--- src/sv/fscp_pkg.sv ---
`timescale 1ns / 1ps
// shared constants and types of the fuzzy set clip point block
package fscp_pkg;

  localparam int PW     = 16;
  localparam int DW     = PW + 1;
  localparam int DEG_W  = 16;
  localparam int EPS_W  = 8;
  localparam int FRAC   = 15;
  localparam int PROD_W = DW + DEG_W + 1;
  localparam int TW     = PROD_W + 1;
  localparam int VMAX   = 5;
  localparam int CNT_W  = $clog2(VMAX + 1);
  localparam int IDX_W  = $clog2(VMAX);

  localparam logic [DEG_W-1:0]         ONE_Q15    = DEG_W'(1 << FRAC);
  localparam logic [EPS_W-1:0]         EPS_RESET  = EPS_W'(1);
  localparam logic signed [PROD_W-1:0] ROUND_HALF = PROD_W'(1 << (FRAC - 1));

  typedef struct packed {
    logic signed [PW-1:0] a;
    logic signed [PW-1:0] b;
    logic signed [PW-1:0] c;
    logic signed [PW-1:0] d;
    logic [DEG_W-1:0]     p;
  } fscp_set_t;

  typedef struct packed {
    logic p_zero;
    logic p_full;
    logic ab_ne;
    logic bc_eq;
    logic ad_eq;
    logic cd_eq;
    logic narrow;
  } fscp_flags_t;

  typedef struct packed {
    fscp_set_t            set;
    fscp_flags_t          flags;
    logic signed [DW-1:0] ba;
    logic signed [DW-1:0] dc;
    logic signed [DW-1:0] da;
  } fscp_diff_t;

  typedef struct packed {
    fscp_set_t                set;
    fscp_flags_t              flags;
    logic signed [PROD_W-1:0] prod_l;
    logic signed [PROD_W-1:0] prod_r;
    logic signed [DW-1:0]     da;
  } fscp_prod_t;

  typedef struct packed {
    fscp_set_t            set;
    fscp_flags_t          flags;
    logic signed [PW-1:0] left_x;
    logic signed [PW-1:0] right_x;
  } fscp_shld_t;

  typedef struct packed {
    logic signed [PW-1:0] x;
    logic [DEG_W-1:0]     y;
  } fscp_vtx_t;

endpackage

--- src/sv/fscp_in_if.sv ---
`timescale 1ns / 1ps
// request channel carrying one trapezoidal set and its firing degree
interface fscp_in_if import fscp_pkg::*; ();
  logic                 valid;
  logic                 ready;
  logic signed [PW-1:0] corner_a;
  logic signed [PW-1:0] corner_b;
  logic signed [PW-1:0] corner_c;
  logic signed [PW-1:0] corner_d;
  logic [DEG_W-1:0]     firing_degree;

  modport source (output valid, output corner_a, output corner_b, output corner_c,
                  output corner_d, output firing_degree, input ready);
  modport sink (input valid, input corner_a, input corner_b, input corner_c,
                input corner_d, input firing_degree, output ready);
endinterface

--- src/sv/fscp_out_if.sv ---
`timescale 1ns / 1ps
// result channel carrying one clipped vertex
interface fscp_out_if import fscp_pkg::*; ();
  logic                 valid;
  logic                 ready;
  logic signed [PW-1:0] vertex_x;
  logic [DEG_W-1:0]     vertex_y;
  logic                 last_vertex;

  modport source (output valid, output vertex_x, output vertex_y, output last_vertex,
                  input ready);
  modport sink (input valid, input vertex_x, input vertex_y, input last_vertex,
                output ready);
endinterface

--- src/sv/fscp_cfg_if.sv ---
`timescale 1ns / 1ps
// configuration write channel for the parallel epsilon register
interface fscp_cfg_if import fscp_pkg::*; ();
  logic             valid;
  logic             ready;
  logic [EPS_W-1:0] data;

  modport source (output valid, output data, input ready);
  modport sink (input valid, input data, output ready);
endinterface

--- src/sv/fscp_front.sv ---
`timescale 1ns / 1ps
// first two pipeline stages: corner differences and flags, then shoulder products
module fscp_front import fscp_pkg::*; (
  input  logic             clk,
  input  logic             rst_n,
  input  logic [EPS_W-1:0] eps,
  input  logic             in_valid,
  output logic             in_ready,
  input  fscp_set_t        in_set,
  output logic             out_valid,
  input  logic             out_ready,
  output fscp_prod_t       out_data
);

  logic signed [DW-1:0]  a_x, b_x, c_x, d_x;
  logic signed [DW-1:0]  da_c, da_neg;
  logic [PW-1:0]         span;
  fscp_diff_t            s1_nxt, s1_r;
  logic                  s1_v_r, s1_ready;
  fscp_prod_t            s2_nxt, s2_r;
  logic                  s2_v_r, s2_ready;
  logic signed [DEG_W:0] p_s;

  assign a_x    = {in_set.a[PW-1], in_set.a};
  assign b_x    = {in_set.b[PW-1], in_set.b};
  assign c_x    = {in_set.c[PW-1], in_set.c};
  assign d_x    = {in_set.d[PW-1], in_set.d};
  assign da_c   = d_x - a_x;
  assign da_neg = -da_c;
  assign span   = da_c[DW-1] ? da_neg[PW-1:0] : da_c[PW-1:0];

  always_comb begin
    s1_nxt              = '0;
    s1_nxt.set          = in_set;
    s1_nxt.set.p        = (in_set.p > ONE_Q15) ? ONE_Q15 : in_set.p;
    s1_nxt.flags.p_zero = (in_set.p == '0);
    s1_nxt.flags.p_full = (in_set.p >= ONE_Q15);
    s1_nxt.flags.ab_ne  = (in_set.a != in_set.b);
    s1_nxt.flags.bc_eq  = (in_set.b == in_set.c);
    s1_nxt.flags.ad_eq  = (in_set.a == in_set.d);
    s1_nxt.flags.cd_eq  = (in_set.c == in_set.d);
    s1_nxt.flags.narrow = (span == '0) || (span < PW'(eps));
    s1_nxt.ba           = b_x - a_x;
    s1_nxt.dc           = d_x - c_x;
    s1_nxt.da           = da_c;
  end

  assign p_s = {1'b0, s1_r.set.p};

  always_comb begin
    s2_nxt        = '0;
    s2_nxt.set    = s1_r.set;
    s2_nxt.flags  = s1_r.flags;
    s2_nxt.da     = s1_r.da;
    s2_nxt.prod_l = PROD_W'(s1_r.ba) * PROD_W'(p_s);
    s2_nxt.prod_r = PROD_W'(s1_r.dc) * PROD_W'(p_s);
  end

  assign s2_ready  = !s2_v_r || out_ready;
  assign s1_ready  = !s1_v_r || s2_ready;
  assign in_ready  = s1_ready;
  assign out_valid = s2_v_r;
  assign out_data  = s2_r;

  always_ff @(posedge clk) begin
    if (!rst_n) begin
      s1_v_r <= 1'b0;
      s2_v_r <= 1'b0;
    end else begin
      if (s1_ready) begin
        s1_v_r <= in_valid;
      end
      if (s2_ready) begin
        s2_v_r <= s1_v_r;
      end
    end
  end

  always_ff @(posedge clk) begin
    if (s1_ready && in_valid) begin
      s1_r <= s1_nxt;
    end
    if (s2_ready && s1_v_r) begin
      s2_r <= s2_nxt;
    end
  end

endmodule

--- src/sv/fscp_shoulder.sv ---
`timescale 1ns / 1ps
// third pipeline stage: rounded shoulders and segment range checks
module fscp_shoulder import fscp_pkg::*; (
  input  logic       clk,
  input  logic       rst_n,
  input  logic       in_valid,
  output logic       in_ready,
  input  fscp_prod_t in_data,
  output logic       out_valid,
  input  logic       out_ready,
  output fscp_shld_t out_data
);

  logic signed [PROD_W-1:0] rnd_l, rnd_r, prod_l_neg;
  logic [PROD_W-1:0]        abs_l, lim;
  logic signed [DW-1:0]     da_neg;
  logic [PW-1:0]            abs_da;
  logic signed [TW-1:0]     da_sh, t_r, t_r_neg;
  logic [TW-1:0]            abs_t;
  logic                     ok_l, ok_r;
  logic signed [PW-1:0]     left_calc, right_calc;
  fscp_shld_t               s3_nxt, s3_r;
  logic                     s3_v_r;

  assign rnd_l      = in_data.prod_l + ROUND_HALF;
  assign rnd_r      = in_data.prod_r + ROUND_HALF;
  assign left_calc  = in_data.set.a + rnd_l[FRAC+PW-1:FRAC];
  assign right_calc = in_data.set.d - rnd_r[FRAC+PW-1:FRAC];

  assign prod_l_neg = -in_data.prod_l;
  assign abs_l      = in_data.prod_l[PROD_W-1] ? prod_l_neg : in_data.prod_l;
  assign da_neg     = -in_data.da;
  assign abs_da     = in_data.da[DW-1] ? da_neg[PW-1:0] : in_data.da[PW-1:0];
  assign lim        = PROD_W'({abs_da, {FRAC{1'b0}}});

  // (d-c)(1-p) + (c-a) folds into (d-a) - (d-c)p
  assign da_sh   = TW'(in_data.da) <<< FRAC;
  assign t_r     = da_sh - TW'(in_data.prod_r);
  assign t_r_neg = -t_r;
  assign abs_t   = t_r[TW-1] ? t_r_neg : t_r;

  assign ok_l = !in_data.flags.narrow && (abs_l <= lim);
  assign ok_r = !in_data.flags.narrow && (abs_t <= TW'(lim));

  always_comb begin
    s3_nxt         = '0;
    s3_nxt.set     = in_data.set;
    s3_nxt.flags   = in_data.flags;
    s3_nxt.left_x  = ok_l ? left_calc : in_data.set.b;
    s3_nxt.right_x = ok_r ? right_calc : in_data.set.c;
  end

  assign in_ready  = !s3_v_r || out_ready;
  assign out_valid = s3_v_r;
  assign out_data  = s3_r;

  always_ff @(posedge clk) begin
    if (!rst_n) begin
      s3_v_r <= 1'b0;
    end else if (in_ready) begin
      s3_v_r <= in_valid;
    end
  end

  always_ff @(posedge clk) begin
    if (in_ready && in_valid) begin
      s3_r <= s3_nxt;
    end
  end

endmodule

--- src/sv/fscp_emit.sv ---
`timescale 1ns / 1ps
// vertex list build and one-vertex-per-cycle output register while the output is ready
module fscp_emit import fscp_pkg::*; (
  input  logic       clk,
  input  logic       rst_n,
  input  logic       in_valid,
  output logic       in_ready,
  input  fscp_shld_t in_data,
  output logic       out_valid,
  input  logic       out_ready,
  output fscp_vtx_t  out_vtx,
  output logic       out_last
);

  fscp_vtx_t        lst_nxt [VMAX];
  logic [CNT_W-1:0] cnt_nxt;
  fscp_vtx_t        lst_r [VMAX];
  logic [CNT_W-1:0] cnt_r;
  logic [IDX_W-1:0] idx_r;
  logic             list_v_r;
  logic             out_valid_r, out_last_r;
  fscp_vtx_t        out_vtx_r;
  logic             out_free, emit, at_end, done;

  function automatic fscp_vtx_t mk(input logic signed [PW-1:0] x,
                                   input logic [DEG_W-1:0] y);
    fscp_vtx_t v;
    v.x = x;
    v.y = y;
    return v;
  endfunction

  always_comb begin
    for (int i = 0; i < VMAX; i++) begin
      lst_nxt[i] = '0;
    end
    cnt_nxt = '0;
    if (!in_data.flags.p_zero) begin
      if (in_data.flags.ab_ne) begin
        lst_nxt[cnt_nxt[IDX_W-1:0]] = mk(in_data.set.a, '0);
        cnt_nxt = cnt_nxt + CNT_W'(1);
      end
      if (in_data.flags.bc_eq && in_data.flags.ad_eq) begin
        // singleton
        lst_nxt[cnt_nxt[IDX_W-1:0]] = mk(in_data.set.b, '0);
        cnt_nxt = cnt_nxt + CNT_W'(1);
        lst_nxt[cnt_nxt[IDX_W-1:0]] = mk(in_data.set.b, in_data.set.p);
        cnt_nxt = cnt_nxt + CNT_W'(1);
        lst_nxt[cnt_nxt[IDX_W-1:0]] = mk(in_data.set.b, '0);
        cnt_nxt = cnt_nxt + CNT_W'(1);
      end else if (in_data.flags.p_full) begin
        lst_nxt[cnt_nxt[IDX_W-1:0]] = mk(in_data.set.b, in_data.set.p);
        cnt_nxt = cnt_nxt + CNT_W'(1);
        if (!in_data.flags.bc_eq) begin
          lst_nxt[cnt_nxt[IDX_W-1:0]] = mk(in_data.set.c, in_data.set.p);
          cnt_nxt = cnt_nxt + CNT_W'(1);
        end else if (in_data.flags.cd_eq) begin
          lst_nxt[cnt_nxt[IDX_W-1:0]] = mk(in_data.set.d, '0);
          cnt_nxt = cnt_nxt + CNT_W'(1);
        end
      end else begin
        lst_nxt[cnt_nxt[IDX_W-1:0]] = mk(in_data.left_x, in_data.set.p);
        cnt_nxt = cnt_nxt + CNT_W'(1);
        lst_nxt[cnt_nxt[IDX_W-1:0]] = mk(in_data.right_x, in_data.set.p);
        cnt_nxt = cnt_nxt + CNT_W'(1);
      end
      if (!in_data.flags.cd_eq) begin
        lst_nxt[cnt_nxt[IDX_W-1:0]] = mk(in_data.set.d, '0);
        cnt_nxt = cnt_nxt + CNT_W'(1);
      end
    end
  end

  assign out_free = !out_valid_r || out_ready;
  assign at_end   = (CNT_W'(idx_r) == cnt_r - CNT_W'(1));
  assign emit     = list_v_r && (cnt_r != '0) && out_free;
  assign done     = list_v_r && ((cnt_r == '0) || (emit && at_end));
  assign in_ready = !list_v_r || done;

  always_ff @(posedge clk) begin
    if (!rst_n) begin
      list_v_r    <= 1'b0;
      cnt_r       <= '0;
      idx_r       <= '0;
      out_valid_r <= 1'b0;
    end else begin
      if (in_valid && in_ready) begin
        list_v_r <= 1'b1;
        cnt_r    <= cnt_nxt;
        idx_r    <= '0;
      end else if (done) begin
        list_v_r <= 1'b0;
      end else if (emit) begin
        idx_r <= idx_r + IDX_W'(1);
      end
      if (emit) begin
        out_valid_r <= 1'b1;
      end else if (out_ready) begin
        out_valid_r <= 1'b0;
      end
    end
  end

  always_ff @(posedge clk) begin
    if (in_valid && in_ready) begin
      for (int i = 0; i < VMAX; i++) begin
        lst_r[i] <= lst_nxt[i];
      end
    end
    if (emit) begin
      out_vtx_r  <= lst_r[idx_r];
      out_last_r <= at_end;
    end
  end

  assign out_valid = out_valid_r;
  assign out_vtx   = out_vtx_r;
  assign out_last  = out_last_r;

  a_idx_in_range: assert property (@(posedge clk) disable iff (!rst_n)
    list_v_r && (cnt_r != '0) |-> CNT_W'(idx_r) < cnt_r)
    else $error("vertex index beyond list length");

  a_cnt_max: assert property (@(posedge clk) disable iff (!rst_n)
    list_v_r |-> cnt_r <= CNT_W'(VMAX))
    else $error("vertex list longer than maximum");

  a_list_kept: assert property (@(posedge clk) disable iff (!rst_n)
    emit && !at_end |=> list_v_r && (idx_r == $past(idx_r) + IDX_W'(1)))
    else $error("vertex list dropped before last vertex");

  a_last_marked: assert property (@(posedge clk) disable iff (!rst_n)
    emit && at_end |=> out_valid_r && out_last_r)
    else $error("final vertex not marked");

endmodule

--- src/sv/fuzzy_set_clip_points_top.sv ---
`timescale 1ns / 1ps
// Clips one trapezoidal fuzzy set (corners A..D, signed Q8.8) at its firing degree
// (Q1.15) and sends the clipped shape's vertices, one per cycle while the output
// is ready, with last_vertex on the final one; a degree of zero yields no vertex.
// Four register stages (differences, products, shoulders, vertex list) sit
// between a request and the vertex output register. A set yields two to five
// vertices; the vertex list stage takes a new set while it passes the last vertex
// of the current set to the output register, or while it drops a set without
// vertices. Write parallel_epsilon only while no request is in flight.
module fuzzy_set_clip_points_top import fscp_pkg::*; (
  input  logic        clk,
  input  logic        rst_n,
  fscp_in_if.sink     in_chan,
  fscp_out_if.source  out_chan,
  fscp_cfg_if.sink    cfg_chan
);

  logic [EPS_W-1:0] eps_r;
  fscp_set_t        in_set;
  fscp_prod_t       prod_data;
  logic             prod_valid, prod_ready;
  fscp_shld_t       shld_data;
  logic             shld_valid, shld_ready;
  fscp_vtx_t        vtx;

  assign cfg_chan.ready = 1'b1;

  always_ff @(posedge clk) begin
    if (!rst_n) begin
      eps_r <= EPS_RESET;
    end else if (cfg_chan.valid) begin
      eps_r <= cfg_chan.data;
    end
  end

  assign in_set.a = in_chan.corner_a;
  assign in_set.b = in_chan.corner_b;
  assign in_set.c = in_chan.corner_c;
  assign in_set.d = in_chan.corner_d;
  assign in_set.p = in_chan.firing_degree;

  fscp_front u_front (
    .clk       (clk),
    .rst_n     (rst_n),
    .eps       (eps_r),
    .in_valid  (in_chan.valid),
    .in_ready  (in_chan.ready),
    .in_set    (in_set),
    .out_valid (prod_valid),
    .out_ready (prod_ready),
    .out_data  (prod_data)
  );

  fscp_shoulder u_shoulder (
    .clk       (clk),
    .rst_n     (rst_n),
    .in_valid  (prod_valid),
    .in_ready  (prod_ready),
    .in_data   (prod_data),
    .out_valid (shld_valid),
    .out_ready (shld_ready),
    .out_data  (shld_data)
  );

  fscp_emit u_emit (
    .clk       (clk),
    .rst_n     (rst_n),
    .in_valid  (shld_valid),
    .in_ready  (shld_ready),
    .in_data   (shld_data),
    .out_valid (out_chan.valid),
    .out_ready (out_chan.ready),
    .out_vtx   (vtx),
    .out_last  (out_chan.last_vertex)
  );

  assign out_chan.vertex_x = vtx.x;
  assign out_chan.vertex_y = vtx.y;

endmodule

--- src/flat_wrapper.sv ---
// flat-port wrapper written by rule: the top's interface ports become plain ports
module fuzzy_set_clip_points_top_flat import fscp_pkg::*;
  (clk, rst_n, in_chan_valid, in_chan_corner_a, in_chan_corner_b, in_chan_corner_c, in_chan_corner_d, in_chan_firing_degree, in_chan_ready, out_chan_valid, out_chan_vertex_x, out_chan_vertex_y, out_chan_last_vertex, out_chan_ready, cfg_chan_valid, cfg_chan_data, cfg_chan_ready);
  fscp_in_if in_chan_i ();
  fscp_out_if out_chan_i ();
  fscp_cfg_if cfg_chan_i ();
  input  logic clk;
  input  logic rst_n;
  input wire logic [$bits(in_chan_i.valid)-1:0] in_chan_valid;
  input wire logic [$bits(in_chan_i.corner_a)-1:0] in_chan_corner_a;
  input wire logic [$bits(in_chan_i.corner_b)-1:0] in_chan_corner_b;
  input wire logic [$bits(in_chan_i.corner_c)-1:0] in_chan_corner_c;
  input wire logic [$bits(in_chan_i.corner_d)-1:0] in_chan_corner_d;
  input wire logic [$bits(in_chan_i.firing_degree)-1:0] in_chan_firing_degree;
  output wire logic [$bits(in_chan_i.ready)-1:0] in_chan_ready;
  output wire logic [$bits(out_chan_i.valid)-1:0] out_chan_valid;
  output wire logic [$bits(out_chan_i.vertex_x)-1:0] out_chan_vertex_x;
  output wire logic [$bits(out_chan_i.vertex_y)-1:0] out_chan_vertex_y;
  output wire logic [$bits(out_chan_i.last_vertex)-1:0] out_chan_last_vertex;
  input wire logic [$bits(out_chan_i.ready)-1:0] out_chan_ready;
  input wire logic [$bits(cfg_chan_i.valid)-1:0] cfg_chan_valid;
  input wire logic [$bits(cfg_chan_i.data)-1:0] cfg_chan_data;
  output wire logic [$bits(cfg_chan_i.ready)-1:0] cfg_chan_ready;
  assign in_chan_i.valid = in_chan_valid;
  assign in_chan_i.corner_a = in_chan_corner_a;
  assign in_chan_i.corner_b = in_chan_corner_b;
  assign in_chan_i.corner_c = in_chan_corner_c;
  assign in_chan_i.corner_d = in_chan_corner_d;
  assign in_chan_i.firing_degree = in_chan_firing_degree;
  assign in_chan_ready = in_chan_i.ready;
  assign out_chan_valid = out_chan_i.valid;
  assign out_chan_vertex_x = out_chan_i.vertex_x;
  assign out_chan_vertex_y = out_chan_i.vertex_y;
  assign out_chan_last_vertex = out_chan_i.last_vertex;
  assign out_chan_i.ready = out_chan_ready;
  assign cfg_chan_i.valid = cfg_chan_valid;
  assign cfg_chan_i.data = cfg_chan_data;
  assign cfg_chan_ready = cfg_chan_i.ready;
  fuzzy_set_clip_points_top u_core (.clk(clk), .rst_n(rst_n), .in_chan(in_chan_i), .out_chan(out_chan_i), .cfg_chan(cfg_chan_i));
endmodule
--- config.mk ---
export PLATFORM = sky130hd
export DESIGN_NAME = fuzzy_set_clip_points_top_flat
export DESIGN_NICKNAME = d
export VERILOG_FILES = /design/src/sv/fscp_pkg.sv /design/src/sv/fscp_in_if.sv /design/src/sv/fscp_out_if.sv /design/src/sv/fscp_cfg_if.sv /design/src/sv/fscp_front.sv /design/src/sv/fscp_shoulder.sv /design/src/sv/fscp_emit.sv /design/src/sv/fuzzy_set_clip_points_top.sv /design/src/flat_wrapper.sv
export SDC_FILE = /design/constraint.sdc
export NUM_CORES = 2
export LEC_CHECK = 0
export BUFFER_PORTS_ARGS = -buffer_cell sky130_fd_sc_hd__buf_2
export CORE_AREA = 2 2 422 424
export DETAILED_ROUTE_END_ITERATION = 12
export DIE_AREA = 0 0 424 426
export SYNTH_ARGS = -nofsm -noshare
export SYNTH_HDL_FRONTEND = slang
export SYNTH_SLANG_ARGS = --single-unit
--- constraint.sdc ---
create_clock -name clk -period 43.7 [get_ports clk]
set_input_delay 2.185 -clock clk [delete_from_list [all_inputs] [get_ports clk]]
set_output_delay 2.185 -clock clk [all_outputs]
set_load 0.05 [all_outputs]
==> results.json <==
{
  "drive_above_1_share": 0.08371,
  "antenna_left": 0,
  "critPathRequiredTime_ns": 44.16,
  "grtUsageTotal": 0.1599,
  "ys_ff_latch": 608,
  "reg2reg_slack_ns": 36.11,
  "antenna_found_initial": 8,
  "grt_max_degree": 86,
  "cts-root-buf": "clkbuf_16",
  "syn_to_final_growth_pct": 10.63,
  "seq_area_frac_synth": 0.3446,
  "synth_cell_types": 104,
  "die_w_um": 424,
  "grt_pass1_wl_um": 222600,
  "grt_pass1_vias": 36580,
  "outcome": "finished, final reports clean",
  "initial_core_util": 0.2984,
  "cts_sinks": 608,
  "synth_top_flop_cell": "edfxtp_1",
  "routedWlPerCell_um": 19.46,
  "maxSlewHeadroom": 0.2541,
  "overflow": 0,
  "crit_type": "reg -> reg",
  "place.gp.congestion": 0.9124,
  "pin_count": 129,
  "vias_per_cell": 4.809,
  "syn_area_sq_um": 52430,
  "port_buffers": 127,
  "max_freq_mhz": 131.8,
  "crit_arrival_ns": 8.05,
  "fin_tns_setup_ns": 0,
  "ys_warn_count": 0,
  "cp_max_fo": 16,
  "hold_violations": 0,
  "rsz0062_at_grt": "no",
  "min_period_ns": 7.589,
  "final-setup-viol-count": 0,
  "die_h_um": 426,
  "cts_inserted_buffers": 69,
  "finalCritPeriodShare": 0.1737,
  "hold_start": "u_core.u_front.s1_r[78]",
  "synth_edf_count": 589,
  "synth_cells": 4944,
  "coreArea_sq_um": 175700,
  "cts_tree": "yes",
  "vias": 35590,
  "fin_skew_ns": 0.06178,
  "endpoint_kind": "flop",
  "rows": 154,
  "maxSlewViolCount": 0,
  "fin_nets": 5976,
  "drt_iter0_markers": 2380,
  "startpoint": "u_core.u_front.s1_r[40]",
  "post_cts_buffers": 0,
  "drt_pass1_iterations": 8,
  "insertion_delay_ns": 0.68,
  "worst_pin_slew_ns": 1.116,
  "reg2reg_from": "u_core.u_front.s1_r[40]",
  "synth_area_leaders": "edfxtp_1 34%, fa_1 21%, ha_1 7.7%, inv_1 5.8%, nand2_1 3.4%",
  "cts_buffer_depth": 3,
  "wl_um": 144000,
  "cts_hold_buf": 0,
  "hpwl_um": 114100,
  "yosysTopAreaCell": "edfxtp_1",
  "ctsResizeCount": 0,
  "synth_top_area_frac": 0.3373,
  "avgSynthCellArea_sq_um": 10.60,
  "start_kind": "flop",
  "synth_async_sr_flop_share": 0,
  "cts_max_level": 3,
  "die-area_sq_um": 180600,
  "clkTransAtPathRegs_ns": 0.08,
  "drv_cap": 0,
  "hold_path_class": "reg -> reg",
  "drc": 0,
  "synth_fp_nets": 5923
}
[final timing paths]
kind	to	cells after the start
worst min-delay path	u_core.u_front.out_data[112]	0
worst max-delay path	u_core.u_front.out_data[84]	22
worst max register to register	u_core.u_front.out_data[84]	22
worst min register to register	u_core.u_front.out_data[112]	0
[registers in the layout (all words and copies together), names as in the netlist]
| register | flops |
|---|---|
| u_core.eps_r | 8 |
| u_core.u_emit.cnt_r | 3 |
| u_core.u_emit.list_v_r | 1 |
| u_core.u_front.out_valid | 1 |
| u_core.u_emit.out_last | 1 |
| u_core.u_front.s1_v_r | 1 |
| u_core.u_emit.out_valid | 1 |
| u_core.u_emit.idx_r | 3 |
| u_core.u_emit.out_vtx | 32 |
| u_core.u_shoulder.out_valid | 1 |
| u_core.u_front.s1_r | 122 |
| u_core.u_front.out_data | 172 |
| u_core.u_shoulder.out_data | 118 |
| u_core.u_emit.lst_r | 128 |
| u_core.u_front.p_s | 16 |
[metrics by stage]
| step | hold slack [ns] | util | area, sq um | instances | setup slack [ns] |
|---|---|---|---|---|---|
| 6_report | 0.4006 | 0.3301 | 58000 | 7400 | 36.11 |
| 5_1_grt | 0.4055 | 0.3301 | 58000 | 7399 | 35.76 |
| 4_1_cts | 0.3944 | 0.3300 | 57990 | 7393 | 36.19 |
| 3_5_place_dp | 0.4045 | 0.3164 | 55610 | 7266 | 36.03 |
| 3_3_place_gp | 0.4006 | 0.3164 | 55600 | 7265 | 36.13 |
| 2_1_floorplan | 0.4003 | - | 52430 | 4944 | 27.69 |
[per-layer routing]
layer / vias to the layer above / part of all wire / track usage
met3: 257 / 0.050 / 0.02113
met2: 982 / 0.50 / 0.2753
met1: 17910 / 0.41 / 0.1980
met5: - / 0 / 0
li1: 16430 / - / -
met4: 0 / 0.046 / 0.07544
[placed cells by master, fill, tap and decap left out, types with 38 or more instances in the layout]
master,count
mux2i_1,64
buf_4,46
ha_1,323
nor3_1,40
buf_2,127
a21oi_1,180
nand3_1,68
mux2_2,57
xnor2_1,192
xor2_1,79
a21o_1,60
and2_1,274
fa_1,563
a211oi_1,44
inv_1,815
nand2b_1,38
nor2b_1,59
o21ai_0,140
nor2_1,245
edfxtp_1,589
clkbuf_16,69
nand2_1,477
[cell type report]
type                       instances  area (sq um)
clock buffer                      74          1755
clock inverter                    53         624.3
tap                             2340          2928
timing repair buffer             173         980.9
fill                           17740        117700
antenna                            7         17.52
multi-input combinational       3329         30560
inverter                         816          3065
sequential                       608         18070
[cells in the mapped netlist, types with 18 or more instances]
| cell | n |
|---|---|
| a211oi_1 | 44 |
| a21o_1 | 60 |
| a21oi_1 | 180 |
| a22oi_1 | 19 |
| a31oi_1 | 20 |
| and2_1 | 274 |
| and3_1 | 20 |
| clkbuf_1 | 171 |
| dfxtp_1 | 19 |
| edfxtp_1 | 589 |
| fa_1 | 563 |
| ha_1 | 323 |
| inv_1 | 816 |
| mux2_2 | 57 |
| mux2i_1 | 64 |
| nand2_1 | 477 |
| nand2b_1 | 38 |
| nand3_1 | 68 |
| nand4_1 | 31 |
| nor2_1 | 245 |
| nor2b_1 | 61 |
| nor3_1 | 40 |
| nor4_1 | 22 |
| o21a_1 | 23 |
| o21ai_0 | 141 |
| o21bai_1 | 23 |
| o22ai_1 | 33 |
| or3_1 | 18 |
| xnor2_1 | 192 |
| xor2_1 | 79 |
[worst max-delay path, stage by stage (launching register included)]
cell and delay [ns]:
edfxtp_1 0.91, and2_1 0.26, fa_1 0.42, inv_1 0.08, fa_1 0.43, fa_1 0.49, fa_1 0.56, inv_1 0.06
fa_1 0.47, inv_1 0.05, fa_1 0.48, inv_1 0.05, ha_1 0.34, a21oi_1 0.14, o21ai_0 0.17, a221o_1 0.43
a41oi_1 0.46, a31oi_1 0.16, a211oi_1 0.54, nor2_1 0.16, o31a_1 0.32, nor2_1 0.15, xnor2_1 0.22
[logic make-up after synthesis]
group           Yosys count  share of synthesized area
simple gates           1367                     0.1301
buf+inv                1007                    0.07348
fa+ha+maj               886                     0.2920
compound gates          657                    0.08030
flops                   608                     0.3446
xor+xnor                271                    0.04527
mux                     147                    0.03413
other cells               1                 0.00007152
Power is left out: the tool's default activity adds up to more than one toggle a clock period on the data nets, which glitch-free logic cannot reach.
